[src/rtl/core/pmsf_pkg.sv]
// Shared types, sizes and codes for the minimum spanning forest core.
// No dependencies; the compare unit and the core in rtl/core import this package.
package pmsf_pkg;

  localparam int MAX_VERTICES = 64;
  localparam int VIDX_W       = $clog2(MAX_VERTICES);
  localparam int VCNT_W       = VIDX_W + 1;
  localparam int CELL_W       = 2 * VIDX_W;
  localparam int CELLS        = MAX_VERTICES * MAX_VERTICES;
  localparam int WEIGHT_W     = 31;
  localparam int MODE_W       = 2;

  // Infinity is the all-ones weight; an absent edge is stored as infinity
  localparam logic [WEIGHT_W-1:0] WEIGHT_INF = {WEIGHT_W{1'b1}};

  localparam logic [MODE_W-1:0] MODE_ADD   = 2'd0;
  localparam logic [MODE_W-1:0] MODE_CLEAR = 2'd1;
  localparam logic [MODE_W-1:0] MODE_RUN   = 2'd2;

  typedef struct packed {
    logic [MODE_W-1:0]   mode;
    logic [VIDX_W-1:0]   from_vertex;
    logic [VIDX_W-1:0]   to_vertex;
    logic [WEIGHT_W-1:0] edge_weight;
    logic [VIDX_W-1:0]   start_vertex;
  } pmsf_in_t;

  typedef struct packed {
    logic [VIDX_W-1:0] vertex_index;
    logic              has_parent;
    logic [VIDX_W-1:0] parent_vertex;
    logic              last;
  } pmsf_out_t;

  // Request into the shared compare unit
  typedef struct packed {
    logic [WEIGHT_W-1:0] cand_w;
    logic [WEIGHT_W-1:0] ref_key;
    logic                cand_ok;
    logic                sel_ok;
    logic                found;
    logic [WEIGHT_W-1:0] best_key;
  } pmsf_cmp_req_t;

  // Answer from the shared compare unit
  typedef struct packed {
    logic                relax;
    logic                take;
    logic [WEIGHT_W-1:0] new_key;
  } pmsf_cmp_res_t;

  // Clamp the vertex count register to 1..MAX_VERTICES
  function automatic logic [VCNT_W-1:0] live_count(input logic [VCNT_W-1:0] cnt);
    logic [VCNT_W-1:0] n;
    n = cnt;
    if (cnt == '0) n = VCNT_W'(1);
    if (cnt > VCNT_W'(MAX_VERTICES)) n = VCNT_W'(MAX_VERTICES);
    return n;
  endfunction

endpackage

[src/rtl/core/pmsf_cmp_unit.sv]
// Shared compare unit: relaxes a key against a candidate weight and
// tracks the running minimum for the next vertex. Depends on pmsf_pkg.
module pmsf_cmp_unit
  import pmsf_pkg::*;
(
  input  pmsf_cmp_req_t req,
  output pmsf_cmp_res_t res
);

  logic                relax;
  logic [WEIGHT_W-1:0] new_key;

  // Keep the smaller value; only a strictly smaller candidate wins
  assign relax   = req.cand_ok && (req.cand_w < req.ref_key);
  assign new_key = relax ? req.cand_w : req.ref_key;

  // Take the element when it beats the best so far; earlier index wins ties
  assign res.relax   = relax;
  assign res.new_key = new_key;
  assign res.take    = req.sel_ok && (!req.found || (new_key < req.best_key));

endmodule

[config.mk]
export PLATFORM = sky130hd
export DESIGN_NAME = pmsf_cmp_unit
export DESIGN_NICKNAME = d
export VERILOG_FILES = /design/src/rtl/core/pmsf_pkg.sv /design/src/rtl/core/pmsf_cmp_unit.sv
export SDC_FILE = /design/constraint.sdc
export NUM_CORES = 1
export LEC_CHECK = 0
export BUFFER_PORTS_ARGS = -buffer_cell sky130_fd_sc_hd__buf_2
export CAP_MARGIN = 20
export CELL_PAD_IN_SITES_DETAIL_PLACEMENT = 0
export CELL_PAD_IN_SITES_GLOBAL_PLACEMENT = 1
export CORE_MARGIN = 5
export CORE_UTILIZATION = 28
export DETAILED_ROUTE_END_ITERATION = 6
export PLACE_DENSITY_LB_ADDON = 0.05
export SKIP_LAST_GASP = 1
export SYNTH_ARGS = -nofsm -noshare
export SYNTH_HDL_FRONTEND = slang
export SYNTH_SLANG_ARGS = --single-unit
export TNS_END_PERCENT = 30
[constraint.sdc]
create_clock -name vclk -period 3.2
set_input_delay 0.16 -clock vclk [all_inputs]
set_output_delay 0.16 -clock vclk [all_outputs]
set_load 0.05 [all_outputs]
==> metrics.yaml <==
outcome: "finished with violations"
violations: "negative setup slack"
relSlewSlack_pct: 75.6
worstSetupPathType: "primary input to primary output"
hpwl_um: 5960
seqCellArea_um2: 0
hold_buffers: 0
p_leak_nw: 1.95
crit_family: "simple AND/OR/NAND/NOR gates"
worst_pin_slew_ps: 364
track_usage_pct: 12.8
max_stage_delay_ps: 530
synthesis.area_um2: 2100
slew_violations: 0
min_period_ps: 4030
vias: 2327
post-place-ws_ps: -1020
powerDensity_nw_per_um2: 205
max_freq_mhz: 248
clkbuf_count: 0
rsz0062_at_grt: "yes"
row_count: 31
die_area_um2: 9330
peakVddDrop_v: 0.000107
fin_ws_ps: -835
synthesis.nets: 418
start_util_pct: 28.8
grt_pass1_wl_um: 9870
drt_iter0_drc: 38
grt_antenna_before_repair: 0
hp-class: "primary input to primary output"
vias_per_cell: 4.47
ys_types: 40
grt_use_met3_pct: 1.55
die_x_um: 96.6
place.gp.congestion: 0.730
slowest_stage: "or4_4"
crit_required_ps: 3040
fillers: 803
timing.critical_path.buf_inv: 5
yosysWarnings: 0
coreArea_um2: 7290
wl_um: 6430
use_met1_pct: 16.0
seq_cells: 0
avgSynthCellArea_um2: 8.01
drc: 0
grtUsageMet2_pct: 24.4
grt_busiest_layer: "met2"
wire_per_inst_um: 12.3
setup-violations-final: 1
synth-seq-area-share_pct: 0
crit_chain: "buf_6 > ha_4 > nand4_1 > or4_4 > nand2b_4 > nand3_4 > a21oi_4 > buf_12 > buf_6 > mux2_4 > ha_4 > nand4_1 > nor4_2 > buf_4 > or4b_4 > a32oi_2 > o31ai_4 > buf_6"
grt_max_degree: 10
portBuffers: 129
critPathMaxFanout: 5
min_from: "req[32]"
worst_setup_path_start_kind: "primary input"
crit_path_frequent_cell: "buf_6"
die_y_um: 96.6
areaGrowthSynthToFinish_pct: 68.2
finalCritPeriodShare_pct: 126
max_cap_viol_count: 0
finalHoldViolCount: 0
cp.arrival_ps: 3870
drtAntennaViolNets: 0
drive_gt1_share_pct: 55.9
grt_overflow_total: 0
cp-startpoint: "req[91]"
finalNetCount: 580
first_global_vias: 2332
power_mw: 0.726
end_kind: "primary output"
first_pass_iters: 4
netlist_instances: 262
diodes: 0
ioPinCount: 129
[Yosys cell counts]
cell type | instances | area, um2
a211oi_1 | 4 | 30.0
a21o_1 | 2 | 15.0
a21oi_1 | 21 | 105
a21oi_2 | 1 | 8.76
a221oi_1 | 1 | 8.76
a22o_1 | 1 | 8.76
a22oi_1 | 1 | 7.51
a311o_1 | 1 | 10.0
a311oi_1 | 1 | 8.76
a32oi_1 | 1 | 8.76
and2_1 | 1 | 6.26
and3_1 | 1 | 6.26
and4_1 | 1 | 8.76
buf_4 | 1 | 7.51
buf_6 | 3 | 33.8
ha_1 | 60 | 751
inv_1 | 63 | 236
mux2_1 | 1 | 11.3
mux2_4 | 29 | 435
nand2_1 | 13 | 48.8
nand2b_1 | 4 | 25.0
nand2b_4 | 1 | 13.8
nand3_1 | 1 | 5.00
nand3_2 | 1 | 10.0
nand4_1 | 14 | 87.6
nor2_1 | 5 | 18.8
nor2_2 | 1 | 6.26
nor2b_1 | 1 | 6.26
nor3_1 | 1 | 5.00
nor4_1 | 1 | 6.26
o211ai_1 | 1 | 7.51
o21a_1 | 2 | 15.0
o21ai_0 | 10 | 50.1
o21ai_1 | 6 | 30.0
o22a_1 | 1 | 8.76
o31ai_1 | 1 | 7.51
o31ai_2 | 1 | 12.5
or2_1 | 1 | 6.26
or4_4 | 1 | 11.3
or4b_1 | 1 | 10.0
[worst paths after layout]
path,to,cells past startpoint,slack (ps)
worst min-delay path,res[31],4,690
worst max-delay path,res[31],18,-830
[layout make-up]
cell class / count / area, um2 / area share [%]
Multi-Input combinational cell: 195 / 2120 / 60.0
Timing Repair Buffer: 164 / 1050 / 29.7
Inverter: 63 / 239 / 6.77
Tap cell: 99 / 124 / 3.51
[kinds of logic after synthesis]
group | after synthesis | share of synthesized area, %
buf+inv | 67 | 13.2
fa+ha+maj | 60 | 35.8
simple gates | 49 | 13.4
compound gates | 56 | 16.3
mux | 30 | 21.3
[timing repair]
action,4_1_cts,5_1_grt
resized for setup,2,34
setup endpoints to repair,1,1
pin swaps,0,20
buffers inserted,0,5
cloned,0,1
[where the power goes]
part	internal (mW)	total (mW)	leakage [nW]	switching, mW
Sequential	0	0	0	0
Combinational	0.333	0.726	1.95	0.393
Clock	0	0	0	0
Total	0.333	0.726	1.95	0.393
[metal layers]
layer  vias up  share of wire [%]
met3         2                7.3
met5         -                  0
met1       999                 42
li1       1253                  -
met2        73                 50
met4         0               0.53
[cell usage in the layout, fill, tap and decap left out, drive strengths merged, types with 2 or more instances in the layout]
cell type and n:
a211oi 4, o31ai 2, a21oi 22, inv 63, nor2 6, o21a 2, buf 163, a21o 2
nand2b 5, nand3 2, o21ai 16, nand2 13, ha 60, nand4 14, mux2 30
[per-stage QoR]
| step | hold slack (ps) | area, um2 | util, % | setup TNS (ps) | std cells |
|---|---|---|---|---|---|
| floorplan | 511 | 2280 | - | -537 | 262 |
| global placement | 797 | 3280 | 45.0 | -996 | 515 |
| detailed placement | 799 | 3280 | 45.0 | -1020 | 515 |
| CTS | 799 | 3290 | 45.1 | -939 | 515 |
| global route | 711 | 3530 | 48.4 | -1020 | 521 |
| finish | 690 | 3530 | 48.4 | -835 | 521 |
Power figures use the tool's default switching activity.
