===== config.mk =====
export PLATFORM = sky130hd
export DESIGN_NAME = pmsf_ram
export DESIGN_NICKNAME = d
export VERILOG_FILES = /design/src/rtl/core/pmsf_ram.sv
export SDC_FILE = /design/constraint.sdc
export NUM_CORES = 1
export LEC_CHECK = 0
export BUFFER_PORTS_ARGS = -buffer_cell sky130_fd_sc_hd__buf_2
export CAP_MARGIN = 20
export CORE_UTILIZATION = 29
export DETAILED_ROUTE_END_ITERATION = 8
export HOLD_SLACK_MARGIN = 0.12
export SYNTH_ARGS = -nofsm -noshare
export SYNTH_HDL_FRONTEND = slang
export SYNTH_SLANG_ARGS = --single-unit

===== constraint.sdc =====
create_clock -name clk -period 2.1 [get_ports clk]
set_input_delay 0.105 -clock clk [delete_from_list [all_inputs] [get_ports clk]]
set_output_delay 0.105 -clock clk [all_outputs]
set_load 0.03 [all_outputs]

===== src/rtl/core/pmsf_ram.sv =====
// Generic simple dual-port RAM: one write port, one read port, registered read.
// No dependencies.
module pmsf_ram #(
  parameter int WIDTH = 8,
  parameter int DEPTH = 16
) (
  input  logic                     clk,
  input  logic                     we,
  input  logic [$clog2(DEPTH)-1:0] waddr,
  input  logic [WIDTH-1:0]         wdata,
  input  logic [$clog2(DEPTH)-1:0] raddr,
  output logic [WIDTH-1:0]         rdata
);

  logic [WIDTH-1:0] mem [DEPTH];

  // Write and registered read
  always_ff @(posedge clk) begin
    if (we) begin
      mem[waddr] <= wdata;
    end
    rdata <= mem[raddr];
  end

endmodule


==> results.md, run 1 <==
Status:
- The run finished with clean final reports.

STA:
- At the pin with the least slew margin, the transition time is 0.638 ns.
- The maximum achievable frequency is 0.728 GHz.
- The post-route minimum period is 1.37 ns.
- The final hold violation count was 0.
- Clock skew on the completed layout was measured at 0.00389 ns.
- The final-layout setup total negative slack is 0 ns.
- The minimum setup slack in the final design is 0.726 ns.
- Setup violations remaining at the end of the flow were counted as 0.
- Headroom to the max-slew limit came out at 57.3%.
- The final count of pins violating max slew is 0.
- Setup repair after global routing left no endpoint under its margin.
- The fraction of the cycle the final worst path needs is 65.4%.

Floorplan:
- The effective utilization at floorplan is 29.8%.
- The die covers 18300 sq um.
- The floorplan has 48 rows.
- Pin placement for this block handled 26 I/O pins.
- The die height is 135 um.
- In this run the standard cell core region covers 17300 sq um.
- The die is 135 um wide.

Worst setup path:
- Together, buffers and inverters on the worst path number 0.
- The worst endpoint required time is 2.38 ns.
- The startpoint type of the worst setup path is a register.
- The slowest stage of the critical path is the mux4_1 cell.
- STA classifies the critical path endpoint as a register.
- The setup slack on the worst flop-to-flop path is 0.73 ns.
- Data on the critical path arrives at its endpoint at 1.66 ns.
- Along the worst path, the maximum fanout reaches 1.
- In this design, the stage delay of the slowest critical-path cell is 0.53 ns.
- The category of the most critical setup path is register to register.
- The endpoint of the worst register-to-register path is rdata[3]$_DFF_P_.
- The signal on the critical path passes through mux4_1 > a22oi_1 > nand2_1.
- The gate family responsible for the most delay along the worst path is multiplexers.
- The startpoint identified for the worst register-to-register timing path is mem[9][3]$_DFFE_PP_.
- The number of cells on the worst reg-to-reg path is 3.

Global routing:
- The maximum number of pins on one net before global-route repair is 18.
- Global routing finished with a remaining overflow of 0.
- The total track usage is 12.0%.
- The initial antenna violation count is 0.
- The number of global-route vias before repair is 2531.
- The wire length of the first global-routing pass is 15400 um.

Synthesis:
- The total number of yosys warnings is 0.
- The library cell occupying the most area in the post-synthesis netlist is edfxtp_1.
- The distinct cell type count after synthesis is 19.
- edfxtp_1 is the most common cell in the netlist.
- The number of standard cells after synthesis is 229.
- The sequential cell area fraction in the yosys report is 77.8%.
- Among all flip-flop cells after synthesis, the most frequent one is edfxtp_1.
- The number of nets in the synthesized netlist is 247.
- The number of enable-type register cells in the synthesized netlist is 128.
- In the synthesized netlist the async set-or-reset flop fraction comes to 0%.
- The post-synthesis area per instance is 22.5 sq um.
- Ranked by instance count, the synthesized netlist is headed by edfxtp_1 (128), mux4_2 (18), a22oi_1 (16).
- Counting flops and latches in the post-synthesis netlist gives 136.
- Yosys attributes the largest share of cell area to edfxtp_1 (75%), mux4_2 (7.9%), mux4_1 (7.1%).
- After synthesis the cells add up to 5150 sq um.
- Of the post-synthesis cell area, the dominant cell type holds 74.7%.

CTS:
- The tree is rooted in a clkbuf_16.
- Once the clock tree was built, the resizer swapped 0 gates to a different size.
- The clock input transition at the sequential cells of the worst setup and hold paths is 0.05 ns.
- The later-pin clock latency in the skew report is 0.40 ns.
- The clock tree from TritonCTS is built.
- The quantity of hold-fixing buffers added after cts is 8.
- The number of H-tree levels is 4.
- The clock net sink count is 136.
- Once the clock tree was built, the setup fixing pass inserted 0 buffers.
- The number of buffers on the longest clock path is 2.
- The number of buffers created by CTS is 17.

Route:
- Dividing the detail-routed via count by the number of cells gives 4.58.
- The post-detailed-route count of antenna-violating nets is 0.
- The detailed router finished its first iteration with 260 violations.
- The routed length per placed instance is 19.0 um.
- Detailed routing inserted a total of 2423 vias.
- For this block, the routed nets add up to 10000 um of wire.
- The count of unresolved DRC violations after routing is 0.
- The first-pass iteration count of the detailed router is 4.

Power:
- The design draws 6.15 mW.
- The worst-case IR drop observed on VDD is 579 uV.
- The power density relative to cell area is 979 nW/um^2.
- The cell leakage power is 2.12 nW.

Hold path:
- The path class of the tightest hold or removal check is input pin to register.
- The worst min-delay path startpoint is waddr[1].
- For hold timing, the worst endpoint is mem[0][7]$_DFFE_PP_.
- Counting instances, the worst hold path has a depth of 3.

Layout:
- The area growth from synthesis to layout is 22.0%.
- For this run, the share of the core covered by cells in the final layout is 36.3%.
- The repair_antennas step left the layout with diodes totalling 0.
- The finished layout holds 529 standard cells, fillers aside.
- After filler insertion, the fill cell instance count of the layout stands at 1607.
- The number of nets in the layout is 310.
- The fraction of final layout cells with drive strength greater than 1 is 28.6%.

Place:
- Port buffering added 25 buffers.
- At the end of routability-driven placement, the weighted congestion stood at 0.697.
- The number of placed cells counting well taps is 490.
- At the placement stage, the worst setup path has a slack of 0.359 ns.
- The half-perimeter wire length of the detailed placement result is 6470 um.

Run:
- The tool flagged a number of max-cap violations equal to 0.
## metal layers
layer	track usage (%)	vias to the layer above	share of wire (%)
met5	0	-	0
met3	3.85	7	4.1
met4	3.56	0	0.56
met1	16.0	1264	47
li1	-	1096	-
met2	18.9	56	48
## how the worst max path moves through the flow
stage | startpoint | end | cells after the start
global route | mem[9][3]$_DFFE_PP_ | rdata[3]$_DFF_P_ | 3
detailed placement | raddr[0] | rdata[5]$_DFF_P_ | 5
finish | mem[9][3]$_DFFE_PP_ | rdata[3]$_DFF_P_ | 3
CTS | mem[9][3]$_DFFE_PP_ | rdata[3]$_DFF_P_ | 3
global placement | raddr[0] | rdata[5]$_DFF_P_ | 5
floorplan | waddr[2] | mem[0][0]$_DFFE_PP_ | 2
## flip-flops by register name (all words and copies together), names as in the netlist
register  count
mem         128
rdata         8
## per-stage QoR
stage               hold WS (ns)  area [sq um]
finish                     0.268          6280
global placement           0.490          5650
floorplan                  0.204          5150
global route               0.273          6280
CTS                        0.247          6280
detailed placement         0.498          5650
## cell usage in the layout, fill, tap and decap left out
master         count
bufinv_16          2
clkinv_1           3
or3b_2             1
clkbuf_1           6
buf_4             19
mux4_2            18
nand2_1            9
clkbuf_16         17
nor2_1            13
clkinv_2           1
a22oi_1           16
nor3_1             4
buf_2             25
edfxtp_1         128
nand3b_1           2
mux4_1            14
nand2b_1           2
buf_12             2
clkbuf_8           2
nand3_1            1
and2_1             1
dfxtp_1            8
nor2b_1            1
and2b_1            1
dlygate4sd3_1      8
## cell families (layout without fill, tap and decap cells)
group,count (synthesis),in the layout,synth area share (%)
AO/OA/AOI/OAI,16,16,2.33
buffers and inverters,10,85,1.68
flip-flops,136,136,77.8
multiplexers,32,32,15.0
AND/OR/NAND/NOR,35,35,3.18
## tightest hold or removal path, stage by stage
cell    delay, ns
buf_2        0.14
nor3_1       0.07
buf_4        0.18
## layout make-up
class / count / area, sq um / area share (%)
clock buffers: 25 / 475 / 7.57
well taps: 225 / 282 / 4.48
clock inverters: 6 / 76.3 / 1.21
repair buffers: 54 / 388 / 6.17
flip-flops and latches: 136 / 4000 / 63.7
multi-input cells: 83 / 1060 / 16.8
## where the power goes
group | internal, mW | leakage (nW) | total, mW | switching, mW
Clock | 1.79 | 0.268 | 2.77 | 0.978
Sequential | 3.04 | 1.22 | 3.06 | 0.0193
Combinational | 0.134 | 0.624 | 0.326 | 0.192
No activity file was read; power rests on OpenSTA's default activity.
==> run 2, diff against run 1 <==
- clock period: 2.1 -> 1.35 ns (I/O delays scaled with it)
==> results.md, run 2 (synthesis results as in run 1) <==
Status:
- The run finished with clean final reports.

Global routing:
- The aggregate global routing overflow is 0.
- Across every metal layer, demand over resource in global routing totals 12.3%.
- The initial antenna violation count is 0.
- The wire length of the first global-routing pass is 15600 um.
- The maximum number of pins on one net before global-route repair is 18.
- The number of global-route vias before repair was 2573.

STA:
- The final-layout setup total negative slack is 0 ns.
- The transition time of the tightest slew-check pin is 0.892 ns.
- The worst setup skew after layout is 0.0128 ns.
- Setup violations remaining at the end of the flow were counted as 0.
- The worst slew margin relative to its limit is 40.3%.
- After layout, the worst path uses 97.3% of the clock period.
- Setup repair after global routing left no endpoint under its margin.
- The maximum achievable frequency is 0.761 GHz.
- The post-route minimum period is 1.31 ns.
- The final count of pins violating max slew was 0.
- Once routing completed, OpenROAD measured the worst setup slack at 0.0362 ns.
- The final hold violation count is 0.

Power:
- Internal power comes to 8.22 mW.
- The final total power is 10.2 mW.
- The cell leakage power is 2.20 nW.
- The maximum vdd drop is 1040 uV.
- In this run switching power makes up 19.6% of total power.
- In this run, the clock network consumes 48.0% of the power.
- The analysis attributes to net switching a power of 2.00 mW.
- Dividing total power by cell area gives a power density of 1570 nW/um^2.
- The sequential group share of total power is 46.5%.
- The share of total power in combinational logic is 5.5%.

CTS:
- The clock tree from TritonCTS is built.
- The number of buffers created by CTS is 17.
- The buffers inserted during post-CTS setup optimization is 0.
- The clock input transition at the sequential cells of the worst setup and hold paths is 0.06 ns.
- The later-pin clock latency in the skew report is 0.41 ns.
- The clock drives 136 sinks.
- The number of buffers on the longest clock path is 2.
- The number of H-tree levels is 4.
- The cell sitting at the root of the clock tree is a clkbuf_16.

Layout:
- The final layout contains 318 nets.
- The number of antenna diodes in the final layout is 0.
- The post-layout instance count excluding filler cells is 538.
- The register with the highest flop count is mem.
- The largest registers in the layout are mem x128, rdata x8.
- The fraction of final layout cells with drive strength greater than 1 is 35.1%.
- The register with the most flip-flops in the layout has 128 of them.
- In the layout the commonest cells are edfxtp_1 (128), buf_2 (25), buf_4 (24), mux4_2 (19), clkbuf_16 (17).
- The area growth from synthesis to layout is 26.2%.
- Leaving out fill and tap cells, the most frequent cell in the layout is edfxtp_1.
- Once layout is complete, the utilization of the core stands at 37.5%.

Route:
- The count of unresolved DRC violations after routing is 0.
- The post-detailed-route count of antenna-violating nets is 0.
- For this block, the initial DRC count from the detailed router was 244.
- Dividing the detail-routed wire length by the instance count gives 19.1 um.
- For this block, the routed nets add up to 10300 um of wire.
- The number of vias per cell is 4.61.
- The routed layout has 2478 vias.
- The first-pass iteration count of the detailed router is 4.

Place:
- In this run, placement finished with an instance count of 498.
- The number of port buffers is 25.
- The setup slack after placement is -0.227 ns.
- The HPWL after detailed placement is 6830 um.
- Routability-driven placement finished with a final weighted congestion of 0.692.

Floorplan:
- The core area is 17300 sq um.
- From left edge to right edge, the die measures 135 um.
- The die is 135 um tall.
- The number of placement rows is 48.
- Once the floorplan was initialized, standard cells occupied 29.8% of the core.
- The die covers 18300 sq um.
- 26 I/O pins were placed.

Hold path:
- The worst hold path passes through 3 cells.
- The worst min-delay path startpoint is waddr[0].
- The worst hold path terminates at mem[0][2]$_DFFE_PP_.
- In this run the worst hold path is classified as input pin to register.

Worst setup path:
- The category of the most critical setup path is register to register.
- The worst endpoint required time is 1.65 ns.
- The worst register-to-register path begins at mem[7][7]$_DFFE_PP_.
- The endpoint identified for the worst register-to-register timing path is rdata[7]$_DFF_P_.
- STA classifies the critical path startpoint as a register.
- The maximum fanout along the worst path is 1.
- The nature of the critical path endpoint is a register.
- The setup slack on the worst flop-to-flop path is 0.04 ns.
- For the worst flop-to-flop path, the logic depth is 4.
- The data arrival time of the critical path is 1.61 ns.

Run:
- Max-cap violations in this run came to 0.
run 2: cell types whose count changed in the layout (fill, tap and decap cells not counted), moves of 3 or more:
cell       delta
a22oi_1       -6
a22oi_2       +6
buf_4         +5
clkbuf_1      -5
buf_12        +3
bufinv_16     +3
run 2: power groups by stage:
| stage | Clock (mW) | Sequential [mW] | Combinational (mW) |
|---|---|---|---|
| after floorplan | 0 | 4.88 | 0.240 |
| after global placement | 0 | 4.84 | 0.530 |
| after detailed placement | 0 | 4.84 | 0.542 |
| after CTS | 4.99 | 4.75 | 0.567 |
| after global routing | 5.17 | 4.76 | 0.607 |
| final | 4.91 | 4.75 | 0.562 |
run 2: what timing repair did:
action | in CTS | in global routing
hold buffers | 8 | 0
resized for setup | 3 | 4
pin swaps | 1 | 2
hold endpoints to repair | 128 | 0
endpoints found under the setup margin | 3 | 5
run 2: worst max-delay path, stage by stage (launching register included):
cell	delay [ns]
edfxtp_1	0.35
mux4_2	0.53
a22oi_2	0.14
buf_4	0.14
nand2_1	0.05
run 2: worst max path at each step:
stage / slack, ns / cells past startpoint / start / end
2_1_floorplan: 0.02 / 2 / waddr[2] / mem[3][0]$_DFFE_PP_
3_3_place_gp: -0.20 / 6 / raddr[0] / rdata[1]$_DFF_P_
3_5_place_dp: -0.23 / 6 / raddr[0] / rdata[1]$_DFF_P_
4_1_cts: -0.001 / 3 / mem[1][0]$_DFFE_PP_ / rdata[0]$_DFF_P_
5_1_grt: 0.002 / 3 / mem[1][0]$_DFFE_PP_ / rdata[0]$_DFF_P_
6_report: 0.04 / 4 / mem[7][7]$_DFFE_PP_ / rdata[7]$_DFF_P_
run 2: metal layers:
metal | part of all wire (%) | vias up | wire (um) | GRT usage, %
met5 | 0 | - | 0 | 0
met3 | 6.3 | 4 | 644 | 4.60
met1 | 46 | 1289 | 4750 | 16.8
met2 | 47 | 69 | 4860 | 18.4
met4 | 0.50 | 0 | 51 | 2.81
li1 | - | 1116 | - | -
run 2: per-stage QoR:
step | cell area (sq um) | hold slack [ns]
after global routing | 6490 | 0.239
after global placement | 5750 | 0.453
final | 6490 | 0.227
after CTS | 6480 | 0.209
after detailed placement | 5750 | 0.469
after floorplan | 5150 | 0.166
run 2: layout make-up:
class,instances,area (sq um)
multi-input combinational,83,1090
tap,225,282
clock buffer,18,429
timing repair buffer,62,485
fill,1568,10800
clock inverter,14,205
sequential,136,4000
==> run 3, diff against run 2 <==
==> constraint.sdc (replaced) <==
create_clock -name clk -period 1.35 [get_ports clk]
set_input_delay 0.27 -clock clk [delete_from_list [all_inputs] [get_ports clk]]
set_output_delay 0.27 -clock clk [all_outputs]
set_load 0.03 [all_outputs]
==> results.md, run 3 (synthesis results as in run 1) <==
CTS:
- The quantity of hold-fixing buffers added after cts is 0.
- The clock input transition at the sequential cells of the worst setup and hold paths is 0.06 ns.
- The H-tree was split into 4 levels.
- The number of buffers created by CTS is 17.
- The clock tree from TritonCTS is built.
- The number of buffers on the longest clock path is 2.
- Clock tree synthesis selected as its root buffer the cell clkbuf_16.
- Clock latency on the worst-skew pair, taken at its later pin, is 0.42 ns.
- The clock net sink count is 136.

Place:
- Routability-driven placement finished with a final weighted congestion of 0.691.
- Once placement completed, the tool counted placed cells totaling 508.
- The placed standard-cell area is 5860 sq um.
- The half-perimeter wire length of the detailed placement result is 7060 um.
- The number of port buffers is 25.

Power:
- Summing internal, switching and leakage power gives 10.0 mW.
- For this design the static power due to leakage is 2.20 nW.
- The power density relative to cell area is 1540 nW/um^2.
- IR analysis of the VDD net gives a maximum drop of 1050 uV.

Worst setup path:
- The startpoint type of the worst setup path is a register.
- In this design, the stage delay of the slowest critical-path cell is 0.48 ns.
- The nature of the critical path endpoint is a register.
- The worst endpoint required time is 1.65 ns.
- On the critical path the largest part of the delay comes from multiplexers.
- Counting both buffers and inverters, the worst setup path holds a total of 1.
- The setup slack on the worst flop-to-flop path is 0.004 ns.
- Measured in cells, the most critical reg-to-reg path has a length of 4.
- The data arrival time of the critical path is 1.64 ns.
- In this run the critical register-to-register path is captured at rdata[5]$_DFF_P_.
- The slowest stage of the critical path belongs to the cell mux4_2.
- The maximum fanout along the worst path is 1.
- The worst reg2reg path startpoint is mem[2][5]$_DFFE_PP_.
- Walking the worst path, the cells encountered are mux4_2 > a22oi_2 > buf_4 > nand2_2.
- The category of the most critical setup path is register to register.

Global routing:
- Global routing used 12.8% of the available tracks across all layers.
- The first global-routing pass estimated 16100 um of wire.
- Entering global routing, the biggest net connects 17 pins.
- The initial antenna violation count is 0.
- The number of global-route vias before repair is 2663.
- The aggregate global routing overflow is 0.

Route:
- Dividing the detail-routed wire length by the instance count gives 19.6 um.
- Dividing the detail-routed via count by the number of cells gives 4.61.
- The via count is 2488.
- The detailed router's first-iteration violation count is 144.
- The post-detailed-route count of antenna-violating nets is 0.
- The first-pass iteration count of the detailed router is 5.
- The count of unresolved DRC violations after routing is 0.
- The total wirelength of the detailed-routed design is 10600 um.

STA:
- The final-layout setup total negative slack is 0 ns.
- Derived from the worst setup path, the maximum achievable clock frequency is 0.743 GHz.
- Setup violations remaining at the end of the flow were counted as 0.
- Setup repair after global routing could not meet its margin everywhere.
- In this run the tightest slew margin relative to its limit is 35.0%.
- After layout, the minimum clock period comes to 1.35 ns.
- The fraction of the cycle the final worst path needs is 99.7%.
- The transition time of the tightest slew-check pin is 0.971 ns.
- The final hold violation count was 0.
- For the final database, setup skew stands at 0.00861 ns.
- The final count of pins violating max slew is 0.

Layout:
- The post-route cell area is 6490 sq um.
- The library cells used most frequently in the layout, excluding fill and tap cells, are edfxtp_1 (128), buf_4 (33), buf_2 (25), mux4_2 (23), clkbuf_16 (17).
- After the flow finishes, the layout carries non-filler instances totaling 540.
- In the final layout, the share of cells above drive strength 1 is 41.6%.
- The number of nets in the layout is 320.
- The commonest non-fill, non-tap cell in the layout is edfxtp_1.
- The total inserted antenna cells is 0.
- The largest registers in the layout are mem x128, rdata x8.
- The register with the highest flop count is mem.
- The register with the most flip-flops in the layout has 128 of them.
- The area growth from synthesis to layout is 26.1%.

Floorplan:
- The die height is 135 um.
- The die outline width is 135 um.
- The core area is 17300 sq um.
- Row generation in the floorplan step produced 48 rows.
- The die covers 18300 sq um.
- Once the floorplan was initialized, standard cells occupied 29.8% of the core.
- 26 I/O pins were placed.

Status:
- The run finished with clean final reports.

Hold path:
- In this run the worst hold path is classified as input pin to register.
- Counting instances, the worst hold path has a depth of 1.
- In this run the most critical hold path is launched from wdata[1].
- The path with the worst hold slack has its endpoint at mem[12][1]$_DFFE_PP_.

Run:
- The max-capacitance violation count is 0.
[run 3: cell count changes in the layout (fill, tap and decap cells not counted), moves of 3 or more]
cell,previous run,this run
buf_4,24,33
clkbuf_1,1,4
mux4_2,19,23
nor3_1,3,0
dlygate4sd3_1,8,0
mux4_1,13,9
nor2_1,13,10
nor2_2,0,3
clkbuf_8,0,3
[run 3: area by class of cell]
cell class	count	area, sq um
Multi-Input combinational cell	83	1110
Tap cell	225	282
Clock buffer	24	482
Fill cell	1584	10800
Clock inverter	8	120
Timing Repair Buffer	64	493
Sequential cell	136	4000
[run 3: worst max path at each step]
stage | start | endpoint | cells after the start | slack [ns]
detailed placement | raddr[0] | rdata[3]$_DFF_P_ | 5 | -0.33
CTS | mem[2][5]$_DFFE_PP_ | rdata[5]$_DFF_P_ | 4 | -0.002
global route | mem[2][5]$_DFFE_PP_ | rdata[5]$_DFF_P_ | 4 | -0.03
finish | mem[2][5]$_DFFE_PP_ | rdata[5]$_DFF_P_ | 4 | 0.004
global placement | raddr[0] | rdata[0]$_DFF_P_ | 5 | -0.31
floorplan | raddr[0] | rdata[1]$_DFF_P_ | 5 | -0.06
[run 3: power breakdown]
part | internal (mW) | switching [mW] | leakage (nW)
combinational | 0.244 | 0.323 | 0.686
sequential | 4.72 | 0.0319 | 1.22
clock | 3.04 | 1.64 | 0.290
[run 3: stage by stage]
| step | worst slack [ns] | util (%) | hold slack (ns) |
|---|---|---|---|
| 4_1_cts | -0.00240 | 37.4 | 0.227 |
| 3_5_place_dp | -0.333 | 33.9 | 0.655 |
| 3_3_place_gp | -0.308 | 33.9 | 0.652 |
| 6_report | 0.00417 | 37.5 | 0.235 |
| 2_1_floorplan | -0.0563 | - | 0.369 |
| 5_1_grt | -0.0266 | 37.5 | 0.239 |
[run 3: worst reg2reg max path: stages, from the launching register on]
cell and delay, ns:
edfxtp_1 0.38, mux4_2 0.48, a22oi_2 0.16, buf_4 0.16, nand2_2 0.05
[run 3: timing repair]
action,in CTS,in global routing
gates resized for setup,3,6
setup endpoints to repair,3,5
buffers inserted,0,0
hold endpoints to repair,0,0
[run 3: layer usage]
metal | track usage, % | part of all wire [%] | vias up
met2 | 19.3 | 46 | 65
li1 | - | - | 1116
met1 | 17.3 | 46 | 1290
met3 | 3.40 | 5.9 | 17
met5 | 0 | 0 | -
met4 | 5.74 | 1.5 | 0
